### src/rtl/hsvc_pkg.sv
// ----------------------------------------------------------------------------
// hsvc_pkg
// Shared widths, register map, codes and controller/datapath interface types
// for the two-color hsv centroid compare unit.
// ----------------------------------------------------------------------------
package hsvc_pkg;

  // frame geometry
  localparam int FRAME_WIDTH = 320;

  // field widths
  localparam int PIX_W    = 8;
  localparam int COL_W    = 9;
  localparam int VERD_W   = 2;
  localparam int SUM_W    = 25;
  localparam int CNT_W    = 17;
  localparam int STEP_W   = $clog2(SUM_W);
  localparam int ADDR_W   = 5;
  localparam int DATA_W   = 32;

  // saturation limits of the accumulators
  localparam logic [SUM_W-1:0] SUM_MAX = {SUM_W{1'b1}};
  localparam logic [CNT_W-1:0] CNT_MAX = {CNT_W{1'b1}};

  // clamp value for out-of-range columns
  localparam logic [COL_W-1:0] COL_LAST = COL_W'(FRAME_WIDTH - 1);

  // verdict codes
  localparam logic [VERD_W-1:0] VERDICT_NONE   = 2'd0;
  localparam logic [VERD_W-1:0] VERDICT_ABSENT = 2'd1;
  localparam logic [VERD_W-1:0] VERDICT_RIGHT  = 2'd2;
  localparam logic [VERD_W-1:0] VERDICT_LEFT   = 2'd3;

  // register indexes
  localparam logic [2:0] REG_BLUE_HUE_LOW  = 3'd0;
  localparam logic [2:0] REG_BLUE_HUE_HIGH = 3'd1;
  localparam logic [2:0] REG_RED_HUE_LOW   = 3'd2;
  localparam logic [2:0] REG_RED_HUE_HIGH  = 3'd3;
  localparam logic [2:0] REG_MIN_SAT       = 3'd4;
  localparam logic [2:0] REG_MIN_BRIGHT    = 3'd5;

  // register reset values
  localparam logic [PIX_W-1:0] RST_BLUE_HUE_LOW  = 8'd95;
  localparam logic [PIX_W-1:0] RST_BLUE_HUE_HIGH = 8'd135;
  localparam logic [PIX_W-1:0] RST_RED_HUE_LOW   = 8'd165;
  localparam logic [PIX_W-1:0] RST_RED_HUE_HIGH  = 8'd180;
  localparam logic [PIX_W-1:0] RST_MIN_SAT       = 8'd50;
  localparam logic [PIX_W-1:0] RST_MIN_BRIGHT    = 8'd50;

  // thresholds as seen by the datapath
  typedef struct packed {
    logic [PIX_W-1:0] blue_hue_low;
    logic [PIX_W-1:0] blue_hue_high;
    logic [PIX_W-1:0] red_hue_low;
    logic [PIX_W-1:0] red_hue_high;
    logic [PIX_W-1:0] min_saturation;
    logic [PIX_W-1:0] min_brightness;
  } cfg_t;

  // controller to datapath commands
  typedef struct packed {
    logic accept;      // take the pixel transaction
    logic div_load_b;  // load the divider with the blue snapshot
    logic div_load_r;  // save blue mean, load the divider with the red snapshot
    logic div_step;    // one restoring division step
    logic load_pix;    // load output with a plain pixel result
    logic load_frame;  // load output with the frame-end result
  } cmd_t;

  // datapath to controller status
  typedef struct packed {
    logic frame_end;   // current input carries the frame-end mark
    logic absent;      // snapshot has a color with no hits
  } sts_t;

endpackage

### src/rtl/hsvc_regs.sv
// ----------------------------------------------------------------------------
// hsvc_regs
// Threshold register bank behind the apb-style configuration port.
// ----------------------------------------------------------------------------
module hsvc_regs (
  input  logic                         clk,
  input  logic                         rst_n,
  input  logic                         psel,
  input  logic                         penable,
  input  logic                         pwrite,
  input  logic [hsvc_pkg::ADDR_W-1:0]  paddr,
  input  logic [hsvc_pkg::DATA_W-1:0]  pwdata,
  output logic [hsvc_pkg::DATA_W-1:0]  prdata,
  output logic                         pready,
  output hsvc_pkg::cfg_t               cfg
);
  import hsvc_pkg::*;

  cfg_t       cfg_r;
  logic       wr_en;
  logic [2:0] reg_idx;

  assign pready  = 1'b1;
  assign reg_idx = paddr[4:2];
  assign wr_en   = psel && penable && pwrite;
  assign cfg     = cfg_r;

  // register writes
  always_ff @(posedge clk) begin
    if (!rst_n) begin
      cfg_r.blue_hue_low   <= RST_BLUE_HUE_LOW;
      cfg_r.blue_hue_high  <= RST_BLUE_HUE_HIGH;
      cfg_r.red_hue_low    <= RST_RED_HUE_LOW;
      cfg_r.red_hue_high   <= RST_RED_HUE_HIGH;
      cfg_r.min_saturation <= RST_MIN_SAT;
      cfg_r.min_brightness <= RST_MIN_BRIGHT;
    end else if (wr_en) begin
      case (reg_idx)
        REG_BLUE_HUE_LOW:  cfg_r.blue_hue_low   <= pwdata[PIX_W-1:0];
        REG_BLUE_HUE_HIGH: cfg_r.blue_hue_high  <= pwdata[PIX_W-1:0];
        REG_RED_HUE_LOW:   cfg_r.red_hue_low    <= pwdata[PIX_W-1:0];
        REG_RED_HUE_HIGH:  cfg_r.red_hue_high   <= pwdata[PIX_W-1:0];
        REG_MIN_SAT:       cfg_r.min_saturation <= pwdata[PIX_W-1:0];
        REG_MIN_BRIGHT:    cfg_r.min_brightness <= pwdata[PIX_W-1:0];
        default: ;
      endcase
    end
  end

  // read mux
  always_comb begin
    prdata = '0;
    case (reg_idx)
      REG_BLUE_HUE_LOW:  prdata = DATA_W'(cfg_r.blue_hue_low);
      REG_BLUE_HUE_HIGH: prdata = DATA_W'(cfg_r.blue_hue_high);
      REG_RED_HUE_LOW:   prdata = DATA_W'(cfg_r.red_hue_low);
      REG_RED_HUE_HIGH:  prdata = DATA_W'(cfg_r.red_hue_high);
      REG_MIN_SAT:       prdata = DATA_W'(cfg_r.min_saturation);
      REG_MIN_BRIGHT:    prdata = DATA_W'(cfg_r.min_brightness);
      default:           prdata = '0;
    endcase
  end

endmodule

### src/rtl/hsvc_dp.sv
// ----------------------------------------------------------------------------
// hsvc_dp
// Pixel classification, column accumulators, frame snapshot, shared
// bit-serial divider and output payload registers.
// ----------------------------------------------------------------------------
module hsvc_dp (
  input  logic                          clk,
  input  logic                          rst_n,
  input  hsvc_pkg::cfg_t                cfg,
  input  hsvc_pkg::cmd_t                cmd,
  output hsvc_pkg::sts_t                sts,
  input  logic [hsvc_pkg::PIX_W-1:0]    in_hue,
  input  logic [hsvc_pkg::PIX_W-1:0]    in_saturation,
  input  logic [hsvc_pkg::PIX_W-1:0]    in_brightness,
  input  logic [hsvc_pkg::COL_W-1:0]    in_column,
  input  logic                          in_frame_end,
  output logic                          out_blue_hit,
  output logic                          out_red_hit,
  output logic [hsvc_pkg::VERD_W-1:0]   out_verdict
);
  import hsvc_pkg::*;

  // accumulators
  logic [SUM_W-1:0] b_sum_r, r_sum_r;
  logic [CNT_W-1:0] b_cnt_r, r_cnt_r;
  // frame-end snapshot
  logic [SUM_W-1:0] snap_b_sum_r, snap_r_sum_r;
  logic [CNT_W-1:0] snap_b_cnt_r, snap_r_cnt_r;
  logic             absent_r;
  logic             pend_blue_r, pend_red_r;
  // divider
  logic [SUM_W-1:0] dvd_r;
  logic [CNT_W-1:0] dsr_r;
  logic [CNT_W-1:0] rem_r;
  logic [SUM_W-1:0] bmean_r;
  // output payload
  logic             out_blue_r, out_red_r;
  logic [VERD_W-1:0] out_verdict_r;

  logic             passes_floor, blue, red;
  logic [COL_W-1:0] col;
  logic [SUM_W:0]   b_sum_add, r_sum_add;
  logic [SUM_W-1:0] b_sum_nxt, r_sum_nxt;
  logic [CNT_W-1:0] b_cnt_nxt, r_cnt_nxt;
  logic [CNT_W:0]   trial;
  logic [CNT_W:0]   diff;
  logic             ge;
  logic [VERD_W-1:0] frame_verdict;

  // color tests
  assign passes_floor = (in_saturation >= cfg.min_saturation) &&
                        (in_brightness >= cfg.min_brightness);
  assign blue   = passes_floor && (in_hue >= cfg.blue_hue_low) &&
                  (in_hue <= cfg.blue_hue_high);
  assign red    = passes_floor && (in_hue >= cfg.red_hue_low) &&
                  (in_hue <= cfg.red_hue_high);

  // column clamp
  assign col = (in_column > COL_LAST) ? COL_LAST : in_column;

  // saturating accumulator updates
  always_comb begin
    b_sum_add = {1'b0, b_sum_r} + (SUM_W+1)'(col);
    r_sum_add = {1'b0, r_sum_r} + (SUM_W+1)'(col);
    b_sum_nxt = b_sum_r;
    b_cnt_nxt = b_cnt_r;
    r_sum_nxt = r_sum_r;
    r_cnt_nxt = r_cnt_r;
    if (blue) begin
      b_sum_nxt = b_sum_add[SUM_W] ? SUM_MAX : b_sum_add[SUM_W-1:0];
      b_cnt_nxt = (b_cnt_r == CNT_MAX) ? b_cnt_r : b_cnt_r + CNT_W'(1);
    end
    if (red) begin
      r_sum_nxt = r_sum_add[SUM_W] ? SUM_MAX : r_sum_add[SUM_W-1:0];
      r_cnt_nxt = (r_cnt_r == CNT_MAX) ? r_cnt_r : r_cnt_r + CNT_W'(1);
    end
  end

  always_ff @(posedge clk) begin
    if (!rst_n) begin
      b_sum_r <= '0;
      b_cnt_r <= '0;
      r_sum_r <= '0;
      r_cnt_r <= '0;
    end else if (cmd.accept) begin
      if (in_frame_end) begin
        b_sum_r <= '0;
        b_cnt_r <= '0;
        r_sum_r <= '0;
        r_cnt_r <= '0;
      end else begin
        b_sum_r <= b_sum_nxt;
        b_cnt_r <= b_cnt_nxt;
        r_sum_r <= r_sum_nxt;
        r_cnt_r <= r_cnt_nxt;
      end
    end
  end

  // snapshot of the finished frame, including the frame-end pixel
  always_ff @(posedge clk) begin
    if (cmd.accept && in_frame_end) begin
      snap_b_sum_r <= b_sum_nxt;
      snap_b_cnt_r <= b_cnt_nxt;
      snap_r_sum_r <= r_sum_nxt;
      snap_r_cnt_r <= r_cnt_nxt;
      absent_r     <= (b_cnt_nxt == '0) || (r_cnt_nxt == '0);
      pend_blue_r  <= blue;
      pend_red_r   <= red;
    end
  end

  assign sts.frame_end = in_frame_end;
  assign sts.absent    = absent_r;

  // restoring divider step, one quotient bit per cycle
  assign trial = {rem_r, dvd_r[SUM_W-1]};
  assign diff  = trial - {1'b0, dsr_r};
  assign ge    = (trial >= {1'b0, dsr_r});

  always_ff @(posedge clk) begin
    if (cmd.div_load_b) begin
      dvd_r <= snap_b_sum_r;
      dsr_r <= snap_b_cnt_r;
      rem_r <= '0;
    end else if (cmd.div_load_r) begin
      bmean_r <= dvd_r;
      dvd_r   <= snap_r_sum_r;
      dsr_r   <= snap_r_cnt_r;
      rem_r   <= '0;
    end else if (cmd.div_step) begin
      rem_r <= ge ? diff[CNT_W-1:0] : trial[CNT_W-1:0];
      dvd_r <= {dvd_r[SUM_W-2:0], ge};
    end
  end

  // frame verdict: divider holds the red mean after the second pass
  assign frame_verdict = absent_r           ? VERDICT_ABSENT :
                         (bmean_r > dvd_r)  ? VERDICT_RIGHT  : VERDICT_LEFT;

  // output payload register
  always_ff @(posedge clk) begin
    if (cmd.load_pix) begin
      out_blue_r    <= blue;
      out_red_r     <= red;
      out_verdict_r <= VERDICT_NONE;
    end else if (cmd.load_frame) begin
      out_blue_r    <= pend_blue_r;
      out_red_r     <= pend_red_r;
      out_verdict_r <= frame_verdict;
    end
  end

  assign out_blue_hit = out_blue_r;
  assign out_red_hit  = out_red_r;
  assign out_verdict  = out_verdict_r;

endmodule

### src/rtl/hsvc_ctrl.sv
// ----------------------------------------------------------------------------
// hsvc_ctrl
// Sequencer: pixel acceptance, frame-end division passes and output valid.
// ----------------------------------------------------------------------------
module hsvc_ctrl (
  input  logic            clk,
  input  logic            rst_n,
  input  logic            in_valid,
  output logic            in_ready,
  output logic            out_valid,
  input  logic            out_ready,
  input  hsvc_pkg::sts_t  sts,
  output hsvc_pkg::cmd_t  cmd
);
  import hsvc_pkg::*;

  typedef enum logic [5:0] {
    S_RUN    = 6'b000001,
    S_CHECK  = 6'b000010,
    S_DIV_B  = 6'b000100,
    S_LOAD_R = 6'b001000,
    S_DIV_R  = 6'b010000,
    S_EMIT   = 6'b100000
  } state_t;

  localparam logic [STEP_W-1:0] STEP_LAST = STEP_W'(SUM_W - 1);

  state_t            state_r, state_nxt;
  logic [STEP_W-1:0] step_r, step_nxt;
  logic              out_valid_r, out_valid_nxt;
  logic              out_free;
  logic              accept;

  assign out_free  = !out_valid_r || out_ready;
  assign in_ready  = (state_r == S_RUN) && out_free;
  assign accept    = in_valid && in_ready;
  assign out_valid = out_valid_r;

  // next state and commands
  always_comb begin
    state_nxt     = state_r;
    step_nxt      = step_r;
    out_valid_nxt = out_valid_r && !out_ready;
    cmd           = '0;
    case (state_r)
      S_RUN: begin
        if (accept) begin
          cmd.accept = 1'b1;
          if (sts.frame_end) begin
            state_nxt = S_CHECK;
          end else begin
            cmd.load_pix  = 1'b1;
            out_valid_nxt = 1'b1;
          end
        end
      end
      S_CHECK: begin
        if (sts.absent) begin
          state_nxt = S_EMIT;
        end else begin
          cmd.div_load_b = 1'b1;
          step_nxt       = '0;
          state_nxt      = S_DIV_B;
        end
      end
      S_DIV_B: begin
        cmd.div_step = 1'b1;
        step_nxt     = step_r + STEP_W'(1);
        if (step_r == STEP_LAST) begin
          state_nxt = S_LOAD_R;
        end
      end
      S_LOAD_R: begin
        cmd.div_load_r = 1'b1;
        step_nxt       = '0;
        state_nxt      = S_DIV_R;
      end
      S_DIV_R: begin
        cmd.div_step = 1'b1;
        step_nxt     = step_r + STEP_W'(1);
        if (step_r == STEP_LAST) begin
          state_nxt = S_EMIT;
        end
      end
      S_EMIT: begin
        if (out_free) begin
          cmd.load_frame = 1'b1;
          out_valid_nxt  = 1'b1;
          state_nxt      = S_RUN;
        end
      end
      default: begin
        state_nxt = S_RUN;
      end
    endcase
  end

  always_ff @(posedge clk) begin
    if (!rst_n) begin
      state_r     <= S_RUN;
      step_r      <= '0;
      out_valid_r <= 1'b0;
    end else begin
      state_r     <= state_nxt;
      step_r      <= step_nxt;
      out_valid_r <= out_valid_nxt;
    end
  end

endmodule

### src/rtl/hsv_two_color_centroid_compare_unit.sv
// ----------------------------------------------------------------------------
// hsv_two_color_centroid_compare_unit
// Classifies hsv pixels as blue or red and compares per-frame mean columns.
// ----------------------------------------------------------------------------
// Every pixel transaction gives one result transaction. An ordinary pixel is
// taken while the output register is free, so a stream can run at one pixel
// per clock while the output register is drained. The frame-end pixel starts
// two 25-step restoring divisions on one shared bit-serial divider (blue mean,
// then red mean); the next pixel is taken after S_CHECK, S_DIV_B, S_LOAD_R,
// S_DIV_R and S_EMIT, or after S_CHECK and S_EMIT alone when a color had no
// hits. Thresholds sit behind the apb-style port at byte addresses 0 to 20
// and should only be written while no frame-end result is pending.
// ----------------------------------------------------------------------------
module hsv_two_color_centroid_compare_unit (
  input  logic                          clk,
  input  logic                          rst_n,
  // pixel channel
  input  logic                          in_valid,
  output logic                          in_ready,
  input  logic [hsvc_pkg::PIX_W-1:0]    in_hue,
  input  logic [hsvc_pkg::PIX_W-1:0]    in_saturation,
  input  logic [hsvc_pkg::PIX_W-1:0]    in_brightness,
  input  logic [hsvc_pkg::COL_W-1:0]    in_column,
  input  logic                          in_frame_end,
  // result channel
  output logic                          out_valid,
  input  logic                          out_ready,
  output logic                          out_blue_hit,
  output logic                          out_red_hit,
  output logic [hsvc_pkg::VERD_W-1:0]   out_verdict,
  // configuration port
  input  logic                          psel,
  input  logic                          penable,
  input  logic                          pwrite,
  input  logic [hsvc_pkg::ADDR_W-1:0]   paddr,
  input  logic [hsvc_pkg::DATA_W-1:0]   pwdata,
  output logic [hsvc_pkg::DATA_W-1:0]   prdata,
  output logic                          pready
);
  import hsvc_pkg::*;

  cfg_t cfg;
  cmd_t cmd;
  sts_t sts;

  // threshold registers
  hsvc_regs u_regs (
    .clk     (clk),
    .rst_n   (rst_n),
    .psel    (psel),
    .penable (penable),
    .pwrite  (pwrite),
    .paddr   (paddr),
    .pwdata  (pwdata),
    .prdata  (prdata),
    .pready  (pready),
    .cfg     (cfg)
  );

  // sequencer
  hsvc_ctrl u_ctrl (
    .clk       (clk),
    .rst_n     (rst_n),
    .in_valid  (in_valid),
    .in_ready  (in_ready),
    .out_valid (out_valid),
    .out_ready (out_ready),
    .sts       (sts),
    .cmd       (cmd)
  );

  // datapath
  hsvc_dp u_dp (
    .clk           (clk),
    .rst_n         (rst_n),
    .cfg           (cfg),
    .cmd           (cmd),
    .sts           (sts),
    .in_hue        (in_hue),
    .in_saturation (in_saturation),
    .in_brightness (in_brightness),
    .in_column     (in_column),
    .in_frame_end  (in_frame_end),
    .out_blue_hit  (out_blue_hit),
    .out_red_hit   (out_red_hit),
    .out_verdict   (out_verdict)
  );

endmodule
### config.mk
export PLATFORM = sky130hd
export DESIGN_NAME = hsv_two_color_centroid_compare_unit
export DESIGN_NICKNAME = d
export VERILOG_FILES = /design/src/rtl/hsvc_pkg.sv /design/src/rtl/hsvc_regs.sv /design/src/rtl/hsvc_dp.sv /design/src/rtl/hsvc_ctrl.sv /design/src/rtl/hsv_two_color_centroid_compare_unit.sv
export SDC_FILE = /design/constraint.sdc
export NUM_CORES = 1
export LEC_CHECK = 0
export BUFFER_PORTS_ARGS = -buffer_cell sky130_fd_sc_hd__buf_2
export CAP_MARGIN = 30
export CORE_UTILIZATION = 35
export CTS_CLUSTER_DIAMETER = 60
export CTS_CLUSTER_SIZE = 14
export DETAILED_ROUTE_END_ITERATION = 10
export GPL_TIMING_DRIVEN = 0
export PLACE_DENSITY_LB_ADDON = 0.15
export SLEW_MARGIN = 20
export SYNTH_ARGS = -nofsm -noshare
export SYNTH_HDL_FRONTEND = slang
export SYNTH_SLANG_ARGS = --single-unit
export TNS_END_PERCENT = 50
### constraint.sdc
create_clock -name clk -period 4.7 [get_ports clk]
set_clock_uncertainty 0.05 [all_clocks]
set_input_delay 0.47 -clock clk [delete_from_list [all_inputs] [get_ports clk]]
set_output_delay 0.47 -clock clk [all_outputs]
set_load 0.02 [all_outputs]
After elaboration in Yosys (flattened, before gate mapping)

Cells that the tools add are included.

Register bits after elaboration: 319
Bits of input ports: 78
Output and inout port bits: 39

Bitwise operators: 1
Muxes and demuxes: 50
Equal/unequal tests: 20
Reductions and logical operators: 33
Magnitude comparators: 9
$add $sub $neg: 6

Operators by type and width:

| kind                    | count |
|---|---|
| $mux W25                | 9 |
| $mux W17                | 9 |
| $add A25 B9 Y26         | 2 |
| $pmux W8 S6             | 1 |
| $mux W6                 | 6 |
| $pmux W6 S6             | 1 |
| $add A17 B1 Y17 const B | 2 |
| $eq A17 B17 Y1 const B  | 2 |
| $logic_not A17 Y1       | 2 |
| $ge A8 B8 Y1            | 4 |
| $gt A25 B25 Y1          | 1 |
| $mux W1                 | 19 |
| $ge A18 B17 Y1          | 1 |
| $sub A17 B17 Y17        | 1 |
| $le A8 B8 Y1            | 2 |
| $reduce_and A2 Y1       | 8 |
| $pmux W5 S3             | 1 |
| $logic_and A1 B1 Y1     | 11 |
| $gt A9 B9 Y1 const B    | 1 |
| $mux W9                 | 1 |
| $ne A2 B1 Y1 const B    | 4 |
| $eq A3 B2 Y1 const B    | 2 |
| $eq A3 B3 Y1 const B    | 2 |
| $eq A6 B1 Y1 const B    | 1 |
| other kinds (20)        | 26 |

Logic depth before layout (Yosys ltp)

Gate-level depths: netlist (run 1).

Word-level depth: 7
Depth in mapped cells: 15
Mapped depth without buffers: 15

Hierarchy

A second synthesis (run 1) with hierarchy kept.

Cells, all modules: 1974
Area, all modules: 18644.1 um^2

By module, submodules not included:

| module    | instances | area each (um^2) | cells an instance | sequential area each (um^2) |
|---|---|---|---|---|
| hsvc_dp   | 1         | 15259.6          | 1609              | 6746.5 |
| hsvc_regs | 1         | 2560.0           | 271               | 960.9 |
| hsvc_ctrl | 1         | 824.5            | 94                | 240.2 |

Least setup slack after synthesis (run 1)

Ideal clock, no wire load.

Kind: flip-flop to flip-flop
From: register u_ctrl.state_r[2]
To: register u_dp.absent_r (enable)
Data arrival time: 3262 ps
Cell stages (with the launch flop): 9
Path slack: 947 ps
Clock period less this slack: 3753 ps
Library setup time: 441 ps
Data required time: 4209 ps
Buffers on the path: 2
Cells stage by stage: dfxtp_1 > clkbuf_1 > nor3_1 > nand2b_1 > nor3b_1 > and3_1 > clkbuf_1 > nand2_1 > inv_1

Word-level cells in the longest chain between the ends: 6

RTL lines:

| element                 | line                             | RTL |
|---|---|---|
| from (decl)             | hsvc_ctrl.sv:28                  | `state_t state_r, state_nxt;` |
| from (signal assigned)  | hsvc_ctrl.sv:104                 | `state_r <= state_nxt;` |
| $eq A6 B1 Y1 (*)        | hsvc_ctrl.sv:35, hsvc_ctrl.sv:45 |  |
| $logic_and A1 B1 Y1     | hsvc_ctrl.sv:35                  | `assign in_ready = (state_r == S_RUN) && out_free;` |
| $logic_and A1 B1 Y1     | hsvc_ctrl.sv:36                  | `assign accept = in_valid && in_ready;` |
| $mux W1                 | hsvc_ctrl.sv:47                  | `if (accept) begin` |
| $mux W1 (*)             | hsvc_ctrl.sv:45                  | `case (state_r)` |
| $logic_and A1 B1 Y1 (*) | hsvc_dp.sv:102                   | `if (cmd.accept && in_frame_end) begin` |
| to (signal assigned)    | hsvc_dp.sv:107                   | `absent_r <= (b_cnt_nxt == '0) \|\| (r_cnt_nxt == '0);` |
| to (decl)               | hsvc_dp.sv:29                    | `logic absent_r;` |

Every way passes the cells marked *; elsewhere a longest branch is shown, timed or not.
A chain may end at the register's enable or synchronous reset.

Worst setup path in the final report (run 1)

From: register u_regs.cfg_r, in the netlist u_regs.cfg[33]
To: register u_dp.absent_r, data pin

Word-level cells in the longest chain between the ends: 5

RTL lines:

| element                     | line            | RTL |
|---|---|---|
| from (decl)                 | hsvc_regs.sv:19 | `cfg_t cfg_r;` |
| $le A8 B8 Y1                | hsvc_dp.sv:54   | `(in_hue <= cfg.blue_hue_high);` |
| $logic_and A1 B1 Y1         | hsvc_dp.sv:53   | `assign blue = passes_floor && (in_hue >= cfg.blue_hue_low) &&` |
| $mux W17                    | hsvc_dp.sv:69   | `if (blue) begin` |
| named net u_dp.b_cnt_nxt[3] | hsvc_dp.sv:44   | `logic [CNT_W-1:0] b_cnt_nxt, r_cnt_nxt;` |
| $logic_not A17 Y1           | hsvc_dp.sv:107  |  |
| $logic_or A1 B1 Y1          | hsvc_dp.sv:107  |  |

The timed path passes the listed nets, and every way through them passes these cells.

==> results of run 1 <==
[metal layers]
layer  global-route usage  up-vias
met5                    0        -
met4              0.04784        4
met3              0.03461       61
met2               0.3294      376
met1               0.2699     6752
li1                     -     6944
[logic make-up (layout without fill, tap and decap cells)]
group	Yosys count	after routing	synth area share
simple gates	598	598	0.1638
other cells	2	25	0.0004290
mux	53	53	0.03331
flops	319	319	0.4540
fa+ha+maj	114	114	0.08263
buf+inv	242	374	0.05783
xor+xnor	86	86	0.04303
compound gates	443	443	0.1649
[layout make-up]
class	instances	area, sq um
fillers	4910	29130
multi-input cells	1319	8637
flip-flops and latches	319	7948
clock buffers	45	977.2
well taps	664	830.8
plain buffers	125	575.6
inverters	117	441.7
repair buffers	68	390.4
clock inverters	19	221.5
[power groups by stage]
stage / combinational [mW] / sequential [mW] / clock, mW
global placement: 0.863 / 3.18 / 0
finish: 0.890 / 3.11 / 2.93
global route: 0.972 / 3.12 / 3.09
CTS: 0.889 / 3.11 / 3.00
floorplan: 0.538 / 3.16 / 0
detailed placement: 0.887 / 3.17 / 0
[metrics by stage]
stage	utilization	instance area [sq um]	TNS [ns]	std cells
after floorplan	-	17590	0	1880
after global placement	0.3811	18730	-20.58	2606
after detailed placement	0.3829	18820	0	2612
after CTS	0.4073	20020	0	2676
after global routing	0.4073	20020	0	2676
final	0.4073	20020	0	2676
[worst paths after layout]
check,from,slack (ns),to,depth (start not counted)
worst max-delay path,u_regs.cfg[33],0.33,u_dp.absent_r,12
worst min-delay path,pwdata[7],0.19,u_regs.cfg[47],3
worst max register to register,u_regs.cfg[33],0.33,u_dp.absent_r,12
worst min register to register,u_dp.dvd_r[3],0.40,u_dp.bmean_r[3],0
[cell usage in the layout (no fill, tap or decap), types with 6 or more instances in the layout]
cell       synthesis  routed
nand4_1           38      38
a211oi_1           8       8
o31ai_1            8       8
xnor2_1           45      45
and4_1             9       9
o22ai_1           12      12
mux2i_1           29      29
o21ai_0          103     103
o211ai_1          25      25
nor2_1           169     169
a22oi_1           63      63
a21o_1            19      19
a22o_1            13      13
conb_1             2      25
nand3_1           47      47
o311ai_0          10      10
inv_1            117     115
buf_2              2      67
nor3b_1            8       8
a31oi_1           28      28
or3_1             17      17
and3_1            26      26
nor2b_1           15      15
nor4_1             7       6
nand2b_1          27      27
ha_1             110     110
and2_1            15      15
edfxtp_1         156     156
buf_4             25      27
buf_1             10       9
dfxtp_1          163     163
nand2_1          160     160
a21oi_1           92      92
nor3_1            45      45
o21a_1            14      14
mux2_2            22      22
clkbuf_16          0      38
clkbuf_1          87      93
xor2_1            41      41
[state kept, by name (all words and copies together), names as in the netlist, 25 cells and up]
signal             count
u_regs.cfg            48
u_dp.b_sum_r          25
u_dp.bmean_r          25
u_dp.dvd_r            25
u_dp.r_sum_r          25
u_dp.snap_b_sum_r     25
u_dp.snap_r_sum_r     25
[worst min-delay path: stages]
cell	delay, ns
buf_2	0.15
nand2_1	0.07
a21oi_1	0.05
==> flow_summary.ini, run 1 <==
[timing]
slew_headroom = 0.4341
fmax_mhz = 229.1
finalMaxSlewViolations = 0
finalSetupViolations = 0
fin_crit_sh = 0.9289
min_period_ns = 4.366
setup_slack_ns = 0.3344
grt_setup_unrepaired = no
worst_pin_slew_ns = 0.8457
report.final.hold_viol_count = 0
hold_ws_ns = 0.1853

[power]
power.switching_mw = 1.942
cellLeakagePower_nw = 7.885
p_comb_frac = 0.129
power.density_nw_per_um2 = 345.8
p_int_mw = 4.982
irDropWorstVdd_uv = 176.1
p_total_mw = 6.924
p_seq_frac = 0.449
p_sw_frac = 0.2804
clkPwrFrac = 0.423

[routing]
ant_nets = 0
via_count = 14140
drt_wl_total_um = 50210
wl_met1_um = 23150
routed.top_layer = met5
firstDrtPassIters = 5
wl_met2_um = 23240
drt_iter0_markers = 1003
wl_met3_um = 2814
wire_per_inst_um = 18.76
vias_per_cell = 5.283
drc = 0

[place]
hpwl_um = 37410
io_buffers = 62
dpl_worst_slack_ns = 0.2071
gp_congestion = 0.9102

[clock_tree]
cts_tree = done
cts_made_buffers = 36
cts_sinks = 319
htreeDepth = 2
clk_latency_ns = 0.55
root_buffer = clkbuf_16
cts.path.max_buffers = 3
postCtsSetupRepairBufs = 0
holdBufCountCts = 0
ctsResizeCount = 0
path_clk_slew_ns = 0.07

[synth]
yosysMostFrequentCell = nor2_1
yosysTopAreaCellShare = 0.2676
yosys_most_used_dff = dfxtp_1
syn_area_per_cell_sq_um = 9.426
async_flop_share = 0
synth_warnings = 0
syn_inst = 1857
yosysTopAreaCell = edfxtp_1
synth_seq_area_share = 0.4540
synth_common_cells = nor2_1 (169), dfxtp_1 (163), nand2_1 (160)
synth_edf_count = 156
netlist_area_sq_um = 17500
ys_ff_latch = 319
synth_cell_types = 73
synth_area_leaders = edfxtp_1 (27%), dfxtp_1 (19%), ha_1 (7.9%), nor2_1 (3.6%), nand2_1 (3.4%)

[die]
num_rows = 81
ios = 117
die_x_um = 225.6
die_y_um = 225.6
coreArea_sq_um = 49150
start_util = 0.3561
fp.dieArea_sq_um = 50910

[worst_setup_path]
crit_required_ns = 4.91
path_delay_family = compound AO/OA/AOI/OAI gates
setup.worst_path.class = flop to flop
cp_slowest_cell = o41ai_1
cp-start-kind = flop
path_max_fanout = 10
arrival_ns = 4.57
cp-end-kind = flop
slowest_delay_ns = 0.69
cpMostUsedCell = clkbuf_1
worstPathCellList = inv_1, ha_1, nor2b_1, o211ai_1, a21oi_1, a2111oi_0, o221a_2, clkbuf_1, clkbuf_1, nand4_1, xnor2_1, o41ai_1
cp.buffers_inverters = 3

[global_route]
grt_pass1_vias = 13590
grt_first_pass_wirelength_um = 77980
grt_start_max_net_pins = 54
overflow = 0
track_usage = 0.1994
antenna_found_initial = 2

[job]
max_cap_viol_count = 0

[outcome]
status = completed

[final_layout]
num_antenna_cells = 0
layout.nets = 2177
drive_gt1_frac = 0.09543
areaGrowthSynthToFinish_pct = 14.38

[min_path]
hp-class = input port to flop
Note: power is estimated with default switching activity, not from simulation.
==> run 2: changes to the inputs <==
--- a/config.mk
+++ b/config.mk
@@ -5,7 +5,7 @@
 export SDC_FILE = /design/constraint.sdc
 export NUM_CORES = 1
 export LEC_CHECK = 0
-export BUFFER_PORTS_ARGS = -buffer_cell sky130_fd_sc_hd__buf_2
+export BUFFER_PORTS_ARGS = -buffer_cell sky130_fd_sc_hd__clkbuf_2
 export CAP_MARGIN = 30
 export CORE_UTILIZATION = 35
 export CTS_CLUSTER_DIAMETER = 60
@@ -16,5 +16,6 @@
 export SLEW_MARGIN = 20
 export SYNTH_ARGS = -nofsm -noshare
 export SYNTH_HDL_FRONTEND = slang
+export SYNTH_HIERARCHICAL = 1
 export SYNTH_SLANG_ARGS = --single-unit
 export TNS_END_PERCENT = 50
==> constraint.sdc (replaced) <==
create_clock -name clk -period 4.7 [get_ports clk]
set_clock_uncertainty 0.05 [all_clocks]
set_input_delay 0.47 -clock clk [delete_from_list [all_inputs] [get_ports clk]]
set_output_delay 0.47 -clock clk [all_outputs]
set_load 0.01 [all_outputs]
==> run 2 against run 1 <==
  * Power decreased by 6.7%
  * Sequential share of layout area decreased by 2.0 points
  * Setup slack got worse by 0.13 ns
  * Global-route usage decreased by 0.61 points
  * Critical path depth unchanged
  * First-iteration DRC count decreased by 29%
  * Clock power decreased by 6%
  * Critical endpoint is now u_dp/snap_b_sum_r[24]
  * Highest routed layer unchanged
==> flow_summary.ini, run 2 <==
[min_path]
hp-class = input port to flop
hp-start = pwdata[3]

[clock_tree]
holdBufCountCts = 0
clk_latency_ns = 0.56
cts_tree = done
postCtsSetupRepairBufs = 0
cts_sinks = 319
ctsResizeCount = 0
path_clk_slew_ns = 0.07
htreeDepth = 2
cts_made_buffers = 35
root_buffer = clkbuf_16
cts.path.max_buffers = 3

[synth]
synth_common_cells = nand2_1 (193), dfxtp_1 (163), edfxtp_1 (156)
netlist_area_sq_um = 18640
syn_inst = 1974
yosysMostFrequentCell = nand2_1
yosysTopAreaCell = edfxtp_1
synth_warnings = 6
yosysTopAreaCellShare = 0.2513
synth_cell_types = 101
syn_area_per_cell_sq_um = 9.445
synth_area_leaders = edfxtp_1 (25%), dfxtp_1 (18%), ha_1 (7.4%), nand2_1 (3.9%), mux2i_1 (3.7%)
async_flop_share = 0
yosys_most_used_dff = dfxtp_1
ys_ff_latch = 319
synth_seq_area_share = 0.4263
synth_edf_count = 156

[power]
p_comb_frac = 0.109
clkPwrFrac = 0.424
p_sw_frac = 0.2597
power.density_nw_per_um2 = 306.1
p_total_mw = 6.457
p_seq_frac = 0.466
irDropWorstVdd_uv = 223.6
cellLeakagePower_nw = 8.531
power.switching_mw = 1.677
p_int_mw = 4.780

[global_route]
grt_first_pass_wirelength_um = 81030
grt_pass1_vias = 14280
track_usage = 0.1933
grt_start_max_net_pins = 55
overflow = 0
antenna_found_initial = 6

[final_layout]
areaGrowthSynthToFinish_pct = 13.12
layout_common_cells = nand2_1 (193), dfxtp_1 (163), edfxtp_1 (156), inv_1 (145), o21ai_0 (135)
final_util = 0.4013
layout.nets = 2292
largest_reg_flops = 48
drive_gt1_frac = 0.1232
multiInputGateArea_sq_um = 9527
final_area_sq_um = 21090
layout_commonest_cell = nand2_1
regArea_sq_um = 7948
num_antenna_cells = 0
fillers = 5275

[timing]
report.final.hold_viol_count = 0
fmax_mhz = 222.2
grt_setup_unrepaired = no
fin_crit_sh = 0.9575
finalSetupViolations = 0
finalSetupTns_ns = 0
slew_headroom = 0.2985
hold_ws_ns = 0.1586
finalMaxSlewViolations = 0
min_period_ns = 4.500
worst_pin_slew_ns = 1.050

[place]
postPlaceCellArea_sq_um = 19970
gp_congestion = 0.9084
hpwl_um = 39300
io_buffers = 64

[die]
coreArea_sq_um = 52550
num_rows = 84
start_util = 0.3548
fp.dieArea_sq_um = 54200
die_y_um = 232.8
die_x_um = 232.8
ios = 117

[worst_setup_path]
path_delay_family = compound AO/OA/AOI/OAI gates
reg2reg_slack_ns = 0.20
cp-start-kind = flop
cp.buffers_inverters = 2
arrival_ns = 4.72
timing.rr.start = u_regs/cfg[1]
cp_slowest_cell = a211oi_2
crit_required_ns = 4.92
crit_start = u_regs/cfg[1]
cp-end-kind = flop
setup.worst_path.class = flop to flop
path_max_fanout = 8
worstPathCellList = inv_1, ha_1, nand2_1, o21ai_0, a41oi_1, a211oi_2, nand3_2, inv_1, o2111a_1, nand2_1, o31a_1, or3_1
slowest_delay_ns = 0.90

[routing]
wire_per_inst_um = 18.38
drc = 0
via_count = 14700
drt_iter0_markers = 710
drt_wl_total_um = 51730
firstDrtPassIters = 5
ant_nets = 0
vias_per_cell = 5.221

[outcome]
status = completed

[job]
max_cap_viol_count = 0
-- run 2: per-layer routing --
metal / global-route usage / up-vias / routed length [um]
met2: 0.3180 / 361 / 23860
met5: 0 / - / 65
met3: 0.02855 / 113 / 2539
met1: 0.2521 / 6932 / 23400
met4: 0.08068 / 10 / 1863
li1: - / 7282 / -
-- run 2: power groups by stage --
stage / registers, mW / logic (mW) / clock network (mW)
after floorplan: 3.06 / 0.468 / 0
after global placement: 3.08 / 0.689 / 0
after detailed placement: 3.07 / 0.703 / 0
after CTS: 3.01 / 0.706 / 2.83
after global routing: 3.02 / 0.779 / 2.93
final: 3.01 / 0.706 / 2.74
-- run 2: cells by family (layout without fill, tap and decap cells) --
logic type	Yosys count	count (layout)	synth area share
AO/OA/AOI/OAI	463	463	0.1582
multiplexers	104	104	0.05818
adder cells (fa/ha/maj)	114	114	0.07758
XOR/XNOR	82	82	0.03852
other	2	25	0.0004028
flip-flops	319	319	0.4263
AND/OR/NAND/NOR	618	618	0.1729
buffers and inverters	272	402	0.06791
-- run 2: final cells by class --
type / instances / area share
clock buffers: 46 / 0.04497
repair buffers: 67 / 0.01744
inverters: 146 / 0.02598
flip-flops and latches: 319 / 0.3768
clock inverters: 17 / 0.008128
plain buffers: 126 / 0.03411
multi-input cells: 1406 / 0.4517
well taps: 688 / 0.04082
-- run 2: path summary, 6_finish.rpt --
kind	end	cells past startpoint
max	u_dp/snap_b_sum_r[24]	12
min	u_regs/cfg[43]	3
max reg2reg	u_dp/snap_b_sum_r[24]	12
min reg2reg	u_regs/cfg[36]	2
-- run 2: metrics by stage --
| stage | instances | worst slack, ns |
|---|---|---|
| after global routing | 2815 | 0.03850 |
| final | 2815 | 0.2000 |
| after global placement | 2749 | -0.7443 |
| after floorplan | 1997 | 0.7979 |
| after detailed placement | 2751 | 0.04760 |
| after CTS | 2814 | 0.2398 |
-- run 2: tightest hold or removal path: cells and delay by family --
family,cells,cell delay (ns)
AO/OA/AOI/OAI,1,0.09
AND/OR/NAND/NOR,1,0.06
buffers and inverters,1,0.09
